--- config.mk ---
export PLATFORM = sky130hd
export DESIGN_NAME = lrpc_match
export DESIGN_NICKNAME = d
export VERILOG_FILES = /design/src/rtl/lrpc_pkg.sv /design/src/rtl/lrpc_match.sv
export SDC_FILE = /design/constraint.sdc
export NUM_CORES = 1
export LEC_CHECK = 0
export BUFFER_PORTS_ARGS = -buffer_cell sky130_fd_sc_hd__buf_4
export CAP_MARGIN = 10
export CORE_MARGIN = 2
export CORE_UTILIZATION = 32
export DETAILED_ROUTE_END_ITERATION = 16
export GPL_TIMING_DRIVEN = 0
export PLACE_DENSITY_LB_ADDON = 0.15
export SLEW_MARGIN = 20
export SYNTH_ARGS = -nofsm -noshare
export SYNTH_HDL_FRONTEND = slang
export SYNTH_SLANG_ARGS = --single-unit
--- constraint.sdc ---
create_clock -name vclk -period 14.25
set_input_delay 2.85 -clock vclk [all_inputs]
set_output_delay 2.85 -clock vclk [all_outputs]
set_load 0.01 [all_outputs]
--- src/rtl/lrpc_pkg.sv ---
// ----------------------------------------------------------------------------
// lrpc_pkg
// shared constants, types and helpers for the ring point clusterer
// ----------------------------------------------------------------------------
package lrpc_pkg;

    localparam int MAX_CLUSTERS_DEF = 256;
    localparam int NUM_RINGS_DEF    = 32;
    localparam int COORD_W          = 24;
    localparam int RING_W           = 5;
    localparam int INDEX_W          = 16;
    localparam int THRESH_W         = 16;
    localparam int CNUM_W           = 8;
    localparam int STATUS_W         = 2;
    localparam int BOUNDS_W         = 6 * COORD_W + 2 * RING_W;
    localparam int RANGE_W          = 2 * INDEX_W;
    localparam logic [THRESH_W-1:0] THRESH_RESET = 16'd256;

    localparam logic [STATUS_W-1:0] ST_JOINED  = 2'd0;
    localparam logic [STATUS_W-1:0] ST_OPENED  = 2'd1;
    localparam logic [STATUS_W-1:0] ST_DROPPED = 2'd2;

    typedef struct packed {
        logic signed [COORD_W-1:0] front_x;
        logic signed [COORD_W-1:0] back_x;
        logic signed [COORD_W-1:0] left_y;
        logic signed [COORD_W-1:0] right_y;
        logic signed [COORD_W-1:0] top_z;
        logic signed [COORD_W-1:0] bottom_z;
        logic [RING_W-1:0]         high_ring;
        logic [RING_W-1:0]         low_ring;
    } clus_t;

    typedef struct packed {
        logic [INDEX_W-1:0] lo;
        logic [INDEX_W-1:0] hi;
    } span_t;

    // saturate a 26-bit sum to the 24-bit coordinate range
    function automatic logic signed [COORD_W-1:0] sat24(input logic signed [COORD_W+1:0] v);
        logic signed [COORD_W+1:0] vmax;
        logic signed [COORD_W+1:0] vmin;
        vmax = 26'sd8388607;
        vmin = -26'sd8388608;
        if (v > vmax)
            sat24 = 24'sh7FFFFF;
        else if (v < vmin)
            sat24 = 24'sh800000;
        else
            sat24 = v[COORD_W-1:0];
    endfunction

endpackage

--- src/rtl/lrpc_match.sv ---
// ----------------------------------------------------------------------------
// lrpc_match
// shared compare unit: tests one stored cluster against the point
// ----------------------------------------------------------------------------
module lrpc_match (
    input  lrpc_pkg::clus_t                  clus,
    input  logic signed [lrpc_pkg::COORD_W-1:0] px,
    input  logic signed [lrpc_pkg::COORD_W-1:0] py,
    input  logic [lrpc_pkg::RING_W-1:0]      ring,
    input  logic [lrpc_pkg::THRESH_W-1:0]    thresh,
    output logic                             hit
);

    logic signed [lrpc_pkg::COORD_W+1:0] t;
    logic signed [lrpc_pkg::COORD_W+1:0] x;
    logic signed [lrpc_pkg::COORD_W+1:0] y;
    // stored bounds widened to the compare width, kept signed
    logic signed [lrpc_pkg::COORD_W+1:0] fx;
    logic signed [lrpc_pkg::COORD_W+1:0] bx;
    logic signed [lrpc_pkg::COORD_W+1:0] ly;
    logic signed [lrpc_pkg::COORD_W+1:0] ry;
    logic ring_ok;

    assign t = $signed({{(lrpc_pkg::COORD_W+2-lrpc_pkg::THRESH_W){1'b0}}, thresh});
    assign x = {{2{px[lrpc_pkg::COORD_W-1]}}, px};
    assign y = {{2{py[lrpc_pkg::COORD_W-1]}}, py};

    assign fx = {{2{clus.front_x[lrpc_pkg::COORD_W-1]}}, clus.front_x};
    assign bx = {{2{clus.back_x[lrpc_pkg::COORD_W-1]}}, clus.back_x};
    assign ly = {{2{clus.left_y[lrpc_pkg::COORD_W-1]}}, clus.left_y};
    assign ry = {{2{clus.right_y[lrpc_pkg::COORD_W-1]}}, clus.right_y};

    // low ring zero only matches ring zero
    assign ring_ok = (ring == clus.low_ring)
                  || ((clus.low_ring != '0) && (ring == clus.low_ring - 1'b1));

    always_comb
    begin
        hit = ring_ok
           && (x < (fx + t))
           && ((bx - t) < x)
           && (y < (ly + t))
           && ((ry - t) < y);
    end

endmodule
# After elaboration in Yosys (flattened, before gate mapping)
# Cells that the tools add are included.
[op_classes] eq_ne=2 n_reduce_logical=7 n_lt_le_gt_ge=4 addsub=5
[op_table] op="adder 24 x 17 -> 25 bit" n=2
[op_table] op="< comparator 24 x 25 -> 1 bit" n=2
[op_table] op="< comparator 25 x 24 -> 1 bit" n=2
[op_table] op="subtractor 24 x 17 -> 25 bit" n=2
[op_table] op="equality test 5 bit" n=2
[op_table] op="logical AND 1 bit" n=5
[op_table] op="nonzero test 5 bit" n=1
[op_table] op="subtractor 5 x 1 -> 5 bit (second input constant)" n=1
[op_table] op="logical OR 1 bit" n=1
[word_totals] inputBits=223 out_inout_bits=1 wordCells=18 regBits=0

# Logic depth before layout (Yosys ltp)
[logic_depth] word_depth=8 depth_mapped=21 ltp_nobuf=21

# Least setup slack after synthesis
# Ideal clock, no wire load.
[synth_timing] kind="input to output" from="input clus[82] (netlist name)" to="output hit" t_required_ps=11400 setup_slack_ps=4972 cell_stages=18 arrival_ps=6428 path_cell_list="ha_1 -> inv_1 -> fa_1 -> nor2b_1 -> o31a_1 -> o211ai_1 -> a21oi_1 -> nor3_1 -> o311ai_2 -> nand3_1 -> xor2_1 -> ha_1 -> a21o_1 -> a21o_1 -> a2111oi_0 -> o211ai_1 -> a222oi_1 -> and4_1"
[synth_via] elab_chain_len=4
[synth_rtl] item="start: declaration" line_no="lrpc_match.sv:6" source="input lrpc_pkg::clus_t clus,"
[synth_rtl] item="adder 24 x 17 -> 25 bit" line_no="lrpc_match.sv:42" source="&& (y < (ly + t))"
[synth_rtl] item="< comparator 24 x 25 -> 1 bit" line_no="lrpc_match.sv:42"
[synth_rtl] item="logical AND 1 bit" line_no="lrpc_match.sv:42"
[synth_rtl] item="logical AND 1 bit" line_no="lrpc_match.sv:43" source="&& ((ry - t) < y);"
[synth_rtl] item="end: declaration" line_no="lrpc_match.sv:11" source="output logic hit"
# No other way between the ends.

# Worst setup path after layout
[layout_timing] from="input thresh[1] (netlist name)" to="output hit"
[layout_via] elab_chain_len=6
[layout_rtl] item="start: declaration" line_no="lrpc_match.sv:10" source="input logic [lrpc_pkg::THRESH_W-1:0] thresh,"
[layout_rtl] item="adder 24 x 17 -> 25 bit" line_no="lrpc_match.sv:40" source="&& (x < (fx + t))"
[layout_rtl] item="< comparator 24 x 25 -> 1 bit" line_no="lrpc_match.sv:40"
[layout_rtl] item="logical AND 1 bit" line_no="lrpc_match.sv:40"
[layout_rtl] item="logical AND 1 bit" line_no="lrpc_match.sv:41" source="&& ((bx - t) < x)"
[layout_rtl] item="logical AND 1 bit" line_no="lrpc_match.sv:42"
[layout_rtl] item="logical AND 1 bit (*)" line_no="lrpc_match.sv:43"
# Mark *: on every way between the ends. The rest lies on a longest branch, timed or not.

==> results.txt <==
----------------------------------------------------
[Run status]
  Run status ... completed

[Layout]
  Share of layout cells above drive strength 1 ... 0.187
  Area taken by flip-flops and latches ... 0 µm²
  Antenna diode count ... 0
  Net total in the final layout ... 1,368
  Fin util ... 0.413
  Filler cell count ... 1,981
  Count of flip-flops and latches ... 0
  Clock buffers ... 0
  Area Overhead vs Synth ... 26.7%
  Area occupied by multi-input gates ... 0.00554 mm²

[Synth]
  Most numerous cell types in the synthesized netlist ... sky130_fd_sc_hd__ha_1 (161), sky130_fd_sc_hd__inv_1 (90), sky130_fd_sc_hd__a21oi_1 (73)
  Warning count from the yosys run ... 0
  Number of nets in the synthesized netlist ... 1,195
  Post-synthesis cell type count ... 56
  Mapped cell area ... 0.00588 mm²
  Main area contributors after synthesis ... sky130_fd_sc_hd__ha_1 (34%), sky130_fd_sc_hd__xnor2_1 (7.3%), sky130_fd_sc_hd__a21oi_1 (6.2%)
  Mapped Cells ... 807
  Portion of synthesized cell area occupied by the leading cell type ... 0.343
  Sequential share of the synthesized area ... 0
  Cell type with the largest total area after synthesis ... sky130_fd_sc_hd__ha_1
  Average footprint of a synthesized cell ... 7.29 µm²
  Cell with the most instances after synthesis ... sky130_fd_sc_hd__ha_1

[Critical path]
  Largest stage delay on the critical path ... 560 ps
  Critical path peak fanout ... 5
  Arrival time at the worst endpoint ... 7280 ps
  Worst Path Class, Setup ... in -> out
  Master of the slowest instance on the critical path ... sky130_fd_sc_hd__a2111oi_0
  Crit. End Element ... output pin
  Crit path required time ... 11,400 ps
  Worst-path cell chain ... buf_4 -> inv_1 -> fa_1 -> nor2b_1 -> o31a_1 -> o211ai_1 -> a21oi_1 -> nor3_1 -> o31ai_1 -> a21oi_1 -> xor2_1 -> ha_1 -> a21o_1 -> a21oi_1 -> nor2b_1 -> a2111oi_0 -> o211ai_1 -> a222oi_1 -> and4_1 -> buf_4
  Launching element type of the critical path ... primary input
  Worst path most repeated cell ... sky130_fd_sc_hd__a21oi_1

[Die]
  I/O pins ... 224
  Floorplan row count ... 49
  Effective utilization at floorplan ... 0.326
  Die extent in x ... 140 µm
  Die extent in y ... 140 µm
  Floorplan Core Area ... 0.0180 mm²
  Area of the die ... 0.0195 mm²

[Global route]
  Pin count of the biggest net entering global routing ... 8
  Total global routing track utilization ... 0.171
  GRT Residual Overflow ... 0
  Number of antenna violations at the first check in global routing ... 0
  Via count of the first global-routing pass ... 5,747
  First-pass GRT wire length ... 27,900 µm

[Power]
  Pwr Density ... 41.6 mW/mm²
  Pwr Total ... 0.310 mW
  Pleak ... 3.88 nW
  Peak supply drop ... 0.0155 mV

[Run]
  Number of max-cap violations ... 0

[Drt]
  Average routed wire per standard cell ... 14.2 µm
  Pre-Repair DR Iteration Count ... 5
  Residual DRC ... 0
  Remaining antenna violation count ... 0
  Vias per cell ... 5.01
  Via Count ... 6,049
  Final routed wirelength across all metal layers ... 17,200 µm
  Starting DRC count in detailed routing ... 204

[Timing]
  Final setup violating endpoints ... 0
  Count of pins over their slew limit ... 0
  Number of endpoints with negative hold slack in the final report ... 0
  Upper clock frequency limit ... 98.7 MHz
  Worst slew margin ... 0.603
  Setup repair after global routing missed its margin ... no
  Tmin final ... 10,130 ps
  Accumulated negative setup slack ... 0 ps
  Transition at the pin with the smallest max-transition slack ... 581 ps
  Period utilisation layout ... 0.711

[CTS]
  PostCTS Resize Cnt ... 0
  Post-CTS Setup Bufs ... 0
  Hold-fix buffers at CTS ... 0

[Placement]
  Routability-driven placement congestion ratio ... 0.831
  Detailed placer's ending HPWL ... 15,700 µm
  Buffers on Ports ... 171

[Hold path]
  Hold path depth ... 6
  Path category of the worst min-delay check ... in -> out

----------------------------------------------------
-- cells in the final DEF (no fill, tap or decap), drive strengths merged, types with 4 or more instances in the layout --
master / instances
buf: 171
nand2: 53
a21o: 35
and3: 10
and2: 4
o21a: 21
xnor2: 49
fa: 4
a21oi: 73
a41oi: 4
o211ai: 7
a21boi: 5
nor2b: 15
a211oi: 7
or3: 7
o21bai: 6
or2: 4
o21ai: 40
a2111oi: 5
xor2: 34
nor2: 67
nor4: 4
nand2b: 13
nand4: 14
o31a: 5
ha: 161
inv: 90
o31ai: 6
o2111ai: 4
nor3: 13
a31oi: 6
nand3: 18
-- report_power, final --
part	switching [mW]	internal (mW)
sequential	0	0
clock	0	0
combinational	0.159	0.151
-- metrics by stage --
step | hold slack, ps | instances | instance area (µm²) | worst slack (ps)
after floorplan | 6050 | 807 | 5880 | 4970
after global placement | 6290 | 1207 | 7450 | 4110
after detailed placement | 6300 | 1207 | 7450 | 4040
after CTS | 6300 | 1207 | 7450 | 4000
after global routing | 6400 | 1207 | 7450 | 3590
final | 6280 | 1207 | 7450 | 4120
-- critical path, delay by kind of cell --
family	cells	cell delay (ps)
buffers and inverters	3	460
AO/OA/AOI/OAI	10	2410
adder cells (fa/ha/maj)	2	510
XOR/XNOR	1	160
AND/OR/NAND/NOR	4	890
-- cell type report --
cell class	count	share of cell area
repair buffers	171	0.172
multi-input cells	717	0.744
well taps	229	0.0385
inverters	90	0.0453
-- logic make-up (layout without fill, tap and decap cells) --
group                    after synthesis  after routing  synth area share
buffers and inverters                 90            261            0.0574
AO/OA/AOI/OAI                        238            238             0.271
multiplexers                           1              1           0.00170
adder cells (fa/ha/maj)              165            165             0.356
AND/OR/NAND/NOR                      230            230             0.190
XOR/XNOR                              83             83             0.124
-- per-layer routing --
metal / vias up / track usage / part of all wire
li1: 3274 / - / -
met1: 2629 / 0.242 / 0.48
met2: 146 / 0.294 / 0.45
met3: 0 / 0.0255 / 0.067
met4: 0 / 0 / 0
met5: - / 0 / 0
-- path summary, 6_finish.rpt --
check                  from  endpoint  slack (ps)
setup / recovery  thresh[1]       hit        4120
hold / removal      ring[0]       hit        6280
Power figures use the tool's default switching activity.
