[src/rtl/lrpc_ram.sv]
// ----------------------------------------------------------------------------
// lrpc_ram
// generic simple dual port ram (one write port, one read port) with registered read
// ----------------------------------------------------------------------------
module lrpc_ram #(
    parameter int WIDTH = 8,
    parameter int DEPTH = 16
) (
    input  logic                     clk,
    input  logic                     we,
    input  logic [$clog2(DEPTH)-1:0] waddr,
    input  logic [WIDTH-1:0]         wdata,
    input  logic [$clog2(DEPTH)-1:0] raddr,
    output logic [WIDTH-1:0]         rdata
);

    logic [WIDTH-1:0] mem [DEPTH];

    always_ff @(posedge clk)
    begin
        if (we)
            mem[waddr] <= wdata;
        rdata <= mem[raddr];
    end

endmodule

[config.mk]
export PLATFORM = sky130hd
export DESIGN_NAME = lrpc_ram
export DESIGN_NICKNAME = d
export VERILOG_FILES = /design/src/rtl/lrpc_ram.sv
export SDC_FILE = /design/constraint.sdc
export NUM_CORES = 1
export LEC_CHECK = 0
export BUFFER_PORTS_ARGS = -buffer_cell sky130_fd_sc_hd__buf_2
export CAP_MARGIN = 25
export CORE_ASPECT_RATIO = 1.25
export CORE_MARGIN = 2
export CORE_UTILIZATION = 60
export DETAILED_ROUTE_END_ITERATION = 7
export PLACE_DENSITY = 0.76
export SLEW_MARGIN = 20
export SYNTH_ARGS = -nofsm -noshare
export SYNTH_HDL_FRONTEND = slang
export SYNTH_SLANG_ARGS = --single-unit
[constraint.sdc]
create_clock -name clk -period 2.2 [get_ports clk]
set_input_delay 0.22 -clock clk [delete_from_list [all_inputs] [get_ports clk]]
set_output_delay 0.22 -clock clk [all_outputs]
set_load 0.005 [all_outputs]
# Word level (Yosys, flattened, before mapping)
# Memory sizes are Yosys's and may differ from the RTL's. A register that Yosys moved wholly into a read port is not among the register bits.
# Index checks and enable logic that the tools add are counted.
[totals] reg_bits=0 latch_bits=0 ramBits=128 mem_bits_ro=0 out_inout_bits=8 word_cells=3 mem_count=1
[op_classes] addsub=0 n_mul=0 n_div=0 order_cmp=0 n_eq_ne=0 shifts=0 n_mux=2 bitwise_logic=0 n_reduce_logical=0
[memory_table] memory="mem" depth=16 word_bits=8 rd=1 rd_ports_with_merged_regs=1 wr=1 line_no="17" rtl="logic [WIDTH-1:0] mem [DEPTH];"
[op_table] cell="two-way mux 1 bit" count=2

# Longest topological paths before layout
# Gate-level depths: netlist of the first run.
[depth] ltp_word=2 ltp_mapped=5 ltp_nobuf=3

# Worst setup path after synthesis of the first run
# OpenSTA, ideal clock, no wires.
[synth_path] path_type="input -> register" start="in waddr[2]" end="mem mem[0][0], enable pin" setup_ns=0.383 arrival_time_ns=1.330 required_ns=1.817 path_slack_ns=0.487 cell_stages=2 n_path_buf=0 path_cell_list="or3b_2 > nor3_1"
[synth_lines] element="start, declared" line_no="11" rtl="input logic [$clog2(DEPTH)-1:0] waddr,"
[synth_lines] element="end, declared" line_no="17"
# Straight into the memory's write port.

==> out/results.txt, run 1 <==
Status: finished, final reports clean
Syn Std Cell Area: 5150 um2
Crit Path Class: reg -> reg
Wirelength per Cell: 24.0 um
DRC viols: 0
Row count: 37
H-tree Lvls: 4
Final GP Congestion: 0.780
RSZ-0062 raised after global routing: false
Detailed Route WL: 9430 um
Worst r2r src: mem[3][7]
Area delta synth->final: 17.1%
Clk buf depth: 2
Clk_skew: 0.00797 ns
Setup Fix Bufs, Post-CTS: 0
Ys Warns: 0
Hold-critical path depth: 1
# fillers: 461
R2R depth: 3
Power Internal: 4.60 mW
TritonCTS buffer count: 17
Placed cell area: 5500 um2
CTS sink count: 136
Vias in the first global route: 2525
Critical path launch point type: flop
Gates resized, CTS repair: 0
Port Buffers: 25
Rel. slew slack: 0.512
Average cell area after synthesis: 22.5 um2
Synth Instances: 229
Nets: 301
Via count: 2423
Antenna-violating nets left: 0
Initial core utilization: 0.621
Min-delay worst type: in -> reg
Worst EP arrival: 1.79 ns
Yosys top cell area share: 0.747
Max cap viols: 0
Die W: 86.8 um
Reg clk slew, reported paths: 0.06 ns
Largest net degree at the start of global routing: 33
I/O pins: 26
Clock root buffer: clkbuf_8
CTS tree: built
Synth unique cells: 19
Yosys reg bits: 136
Leakage: 2.08 nW
Final setup violation count: 0
Antenna violations before repair: 0
PD cells: 947 nW/um2
Final setup margin: 0.819 ns
Antenna diode count: 0
Final instance area: 6030 um2
Hold Buf Count CTS: 0
Sequential element share of the synthesized area: 0.778
Clock latency on the worst-skew pair: 0.53 ns
CP endpoint kind: flop
TritonRoute pass-1 iters: 5
Die H: 108 um
TNS Setup: 0 ns
Vias per inst: 6.17
R2R Setup Slk: 0.82 ns
Least-Margin Pin Slew: 0.731 ns
Synth top area cells: edfxtp_1, mux4_2, mux4_1, dfxtp_1, a22oi_1
Syn_nets: 247
Layout cells sized above 1: 0.297
Worst Setup SP: mem[3][7]
Switching pwr: 1.11 mW
Clock share of power: 0.443
Core ar.: 8290 um2
FF-to-FF End: rdata[7]
Slew Limit Fails: 0
Required @ worst endpoint: 2.60 ns
Die ar.: 9340 um2
Global route total overflow: 0
Top cell type by total area after synthesis: edfxtp_1
Total track usage: 0.235
Final worst-path cycle share: 0.628
Hpwl dp: 5800 um
Fmax: 724 MHz
Sequential share of power: 0.511
Final hold violations: 0
Sw Ratio: 0.194
Peak VDD IR: 0.832 mV
Placement Setup Slack: 0.404 ns
Comb power frac: 0.047
First-pass GRT wire length: 14800 um
Minimum clock period: 1.38 ns
1st-iter DRT viols: 186
Total power: 5.71 mW
Crit-path max FO: 1
Worst setup path end: rdata[7]
## area by class of cell
cell class	instances	area, um2	area share
Tap cell	97	121	0.0201
Clock inverter	4	45.0	0.00748
Timing Repair Buffer	45	313	0.0519
Multi-Input combinational cell	83	1060	0.175
Clock buffer	28	485	0.0806
Sequential cell	136	4000	0.664
## metal layers
layer | global-route usage | routed length, um
met5 | 0 | 0
met4 | 0.112 | 151
met1 | 0.318 | 3850
met2 | 0.357 | 4750
met3 | 0.0652 | 674
## through the flow
stage / utilization / instances / hold slack, ns
2_1_floorplan: - / 229 / 0.319
3_3_place_gp: 0.663 / 361 / 0.590
3_5_place_dp: 0.663 / 361 / 0.607
4_1_cts: 0.727 / 393 / 0.0463
5_1_grt: 0.727 / 393 / 0.0661
6_report: 0.727 / 393 / 0.0666
## cell usage in the layout (no fill, tap or decap), drive strengths merged
cell type  count
edfxtp       128
buf           45
mux4          32
clkbuf        28
a22oi         16
nor2          13
nand2          9
dfxtp          8
nor3           4
clkinv         3
nand3b         2
nand2b         2
nor2b          1
and2           1
and2b          1
nand3          1
or3b           1
bufinv         1
## worst max-delay path: stages, from the launching register on
cell and delay (ns):
edfxtp_1 0.37, mux4_2 0.48, a22oi_1 0.32, nand2_1 0.09
## cells in the mapped netlist
cell type	instances
nand2_1	9
nor2b_1	1
buf_2	3
and2_1	1
nand3b_1	2
a22oi_1	16
clkdlybuf4s25_2	3
nand3_1	1
dfxtp_1	8
mux4_1	14
nor2_1	13
buf_4	1
mux4_2	18
or3b_2	1
and2b_1	1
buf_6	3
edfxtp_1	128
nand2b_1	2
nor3_1	4
## flip-flops by register name, summed over array words and instances, names as in the netlist
| name | flops |
|---|---|
| mem | 128 |
| rdata | 8 |
## power groups by stage
stage	combinational, mW	clock (mW)	sequential, mW
after detailed placement	0.268	0	2.97
after CTS	0.271	2.57	2.91
after global routing	0.291	2.67	2.92
final	0.267	2.53	2.91
after floorplan	0.147	0	2.96
after global placement	0.261	0	2.96
## kinds of logic after synthesis
| logic type | Yosys count | share of synthesized area |
|---|---|---|
| AO/OA/AOI/OAI | 16 | 0.0233 |
| buffers and inverters | 10 | 0.0168 |
| flip-flops | 136 | 0.778 |
| multiplexers | 32 | 0.150 |
| AND/OR/NAND/NOR | 35 | 0.0318 |
## worst min-delay path by stage
stage / endpoint / from / slack (ns)
after floorplan: mem[0][0] / wdata[0] / 0.32
after global placement: mem[12][5] / wdata[5] / 0.59
after detailed placement: rdata[1] / rdata[1] / 0.61
after CTS: mem[6][5] / wdata[5] / 0.05
after global routing: mem[4][5] / wdata[5] / 0.07
final: mem[4][5] / wdata[5] / 0.07
(Power assumes the default switching activity.)
==> run 2: changes to the inputs <==
Settings changed: ABC_AREA set to 1.
Clock period 2.2 ns to 1.4 ns, I/O delays scaled along.
==> run 2 against run 1 <==
  * First-iteration DRC count up 76%
  * Largest power group unchanged
  * Highest routed layer unchanged
  * Area after synthesis up 12%
  * Utilization down 2.0 points
  * Critical endpoint is now rdata[1]
  * Sequential power up 57%
  * Critical path depth down 2
==> out/results.txt, run 2 <==
Status: finished, final reports clean
CP max stage cell: dfxtp_1
Crit-path cells: buf_2
Max reg flops: 128 (unchanged)
List of most frequent post-synthesis cells: nand2_1, edfxtp_1, inv_1
Commonest non-fill, non-tap cell in the layout: nand2_1
Final worst-path cycle share: 0.740
Synth unique cells: 12 (-7)
Clock share of power: 0.453 (+0.010)
Power Internal: 7.43 mW (+61%)
Setup Fix Bufs, Post-CTS: 0 (unchanged)
Peak VDD IR: 1.19 mV (+43%)
TritonCTS buffer count: 17 (unchanged)
Clock root buffer: clkbuf_16
Number of flops mapped to enable cells by yosys: 128 (unchanged)
Vias per inst: 5.34 (-13%)
Dpl cells: 703 (+95%)
Minimum clock period: 1.04 ns
Hpwl dp: 7420 um (+28%)
Synth async-reset ratio: 0 (unchanged)
Fmax: 965 MHz
R2R depth: 6 (+3)
Global route total overflow: 0 (unchanged)
Detailed Route WL: 12300 um (+30%)
Crit Path Class: reg -> out
Buf+Inv Stages, Crit Path: 1 (+1)
Highest-count cells in the layout ignoring fill and taps: nand2_1, edfxtp_1, inv_1
Top Registers: mem (128), rdata (8)
Required @ worst endpoint: 1.26 ns (-1.34 ns)
TNS Setup: 0 ns (unchanged)
TritonRoute pass-1 iters: 6 (+1)
Worst hold path startpoint: raddr[3]
CP endpoint kind: output pin
R2R Setup Slk: 0.41 ns (-0.41 ns)
Die ar.: 10400 um2 (+12%)
Final setup violation count: 0 (unchanged)
CTS tree: built
Average cell area after synthesis: 10.5 um2 (-53%)
Crit-path max FO: 1 (unchanged)
First-pass GRT wire length: 19700 um (+33%)
Synth top area cells: edfxtp_1, nand2_1, nand3_1, inv_1, dfxtp_1
PD cells: 1400 nW/um2 (+48%)
Hold-critical path depth: 3 (+2)
Comb power frac: 0.059 (+0.012)
Worst EP arrival: 0.90 ns (-0.89 ns)
Hold Buf Count CTS: 0 (unchanged)
Nets: 614 (+100%)
H-tree Lvls: 4 (unchanged)
FF-to-FF End: rdata[4]
Via count: 3928 (+62%)
Antenna diode count: 0 (unchanged)
Least-Margin Pin Slew: 0.394 ns (-0.337 ns)
Top reg by flops: mem
Layout cells sized above 1: 0.126 (-0.171)
Die W: 91.7 um (+5.6%)
Top cell type by total area after synthesis: edfxtp_1
Hold endpoint: rdata[4]
CTS sink count: 136 (unchanged)
DRC viols: 0 (unchanged)
Sequential share of power: 0.489 (-0.022)
Maximum single-stage delay on the critical path: 0.36 ns (-0.12 ns)
Wirelength per Cell: 16.7 um (-30%)
Sequential element share of the synthesized area: 0.694 (-0.0835)
Syn_nets: 569 (+130%)
Switching pwr: 1.95 mW (+76%)
Synth Instances: 551 (+140%)
Largest net degree at the start of global routing: 65 (+97%)
Yosys reg bits: 136 (unchanged)
Layout Utilization: 0.707 (-0.0200)
Antenna violations before repair: 0 (unchanged)
Antenna-violating nets left: 0 (unchanged)
Critical path launch point type: flop
Final hold violations: 0 (unchanged)
Port Buffers: 25 (unchanged)
Leakage: 2.93 nW (+41%)
Ys Warns: 0 (unchanged)
Sw Ratio: 0.208 (+0.0139)
1st-iter DRT viols: 328 (+76%)
Clock latency on the worst-skew pair: 0.41 ns (-0.12 ns)
Syn Std Cell Area: 5770 um2 (+12%)
Top Family by Delay on Critical Path: flip-flops
Final std cells w/o fill: 735 (+87%)
Min-delay worst type: in -> reg
Most common cell in the synthesized netlist: nand2_1
Reg clk slew, reported paths: 0.06 ns (about the same)
Clk_skew: 0.00713 ns (-0.000840 ns)
Row count: 40 (+8.1%)
Gates resized, CTS repair: 0 (unchanged)
Yosys top cell area share: 0.667 (-0.0802)
RSZ-0062 raised after global routing: false
Worst r2r src: mem[7][4]
Clk buf depth: 2 (unchanged)
Slew Limit Fails: 0 (unchanged)
# fillers: 637 (+38%)
Area delta synth->final: 16.0%
Total track usage: 0.256 (+0.0210)
Die H: 114 um (+5.6%)
Vias in the first global route: 3977 (+58%)
Core ar.: 9460 um2 (+14%)
Max cap viols: 0 (unchanged)
Rel. slew slack: 0.737 (+0.225)
Predominant post-synthesis flop cell: edfxtp_1
Initial core utilization: 0.610 (-0.0115)
I/O pins: 26 (unchanged)
Final GP Congestion: 0.835 (+7.1%)
-- run 2: cell count changes in the layout (fill, tap and decap cells not counted), moves of 14 or more --
cell | previous run | this run
nand3_1 | 1 | 97
nand2_1 | 9 | 173
mux4_2 | 18 | 0
a22oi_1 | 16 | 0
inv_1 | 0 | 100
mux4_1 | 14 | 0
-- run 2: logic make-up (layout without fill, tap and decap cells) --
group / count (synthesis) / count (layout) / synth area share
buffers and inverters: 126 / 184 / 0.0952
flip-flops: 136 / 136 / 0.694
AND/OR/NAND/NOR: 289 / 289 / 0.210
-- run 2: cell type report --
type,count,area (um2),area share
sequential,136,4000,0.599
multi-input combinational,289,1210,0.181
clock inverter,9,100,0.0150
inverter,102,383,0.0572
tap,126,158,0.0236
timing repair buffer,50,363,0.0542
clock buffer,23,468,0.0700
-- run 2: how the worst max path moves through the flow --
stage	from	end	depth (start not counted)
6_report	rdata[1]	rdata[1]	1
3_3_place_gp	waddr[3]	mem[7][5]	4
2_1_floorplan	waddr[2]	mem[10][0]	2
3_5_place_dp	waddr[3]	mem[7][5]	4
4_1_cts	rdata[1]	rdata[1]	1
5_1_grt	rdata[1]	rdata[1]	1
-- run 2: layer usage --
layer,wire length (um),up-vias,global-route usage
met5,0,-,0
met4,501,0,0.138
met3,965,36,0.0766
met2,5960,192,0.403
met1,4860,1835,0.321
li1,-,1865,-
-- run 2: per-stage QoR --
step / instance area, um2 / hold slack [ns] / power (mW) / worst slack (ns)
3_3_place_gp: 6120 / 0.517 / 5.19 / 0.171
3_5_place_dp: 6120 / 0.516 / 5.21 / 0.145
2_1_floorplan: 5770 / 0.239 / 4.98 / 0.309
5_1_grt: 6690 / 0.0831 / 9.65 / 0.314
4_1_cts: 6690 / 0.0855 / 9.41 / 0.333
6_report: 6690 / 0.107 / 9.37 / 0.364
-- run 2: worst register-to-register path, stage by stage (launching register included) --
cell,delay [ns]
edfxtp_1,0.37
inv_1,0.06
nand2_1,0.04
nand3_1,0.09
nand3_1,0.11
nand3_1,0.15
nand2_1,0.06
-- run 2: power groups by stage --
| stage | clock (mW) | sequential (mW) | combinational [mW] |
|---|---|---|---|
| after CTS | 4.28 | 4.58 | 0.550 |
| final | 4.24 | 4.58 | 0.550 |
| after floorplan | 0 | 4.66 | 0.321 |
| after global routing | 4.45 | 4.59 | 0.610 |
| after detailed placement | 0 | 4.66 | 0.541 |
| after global placement | 0 | 4.66 | 0.526 |
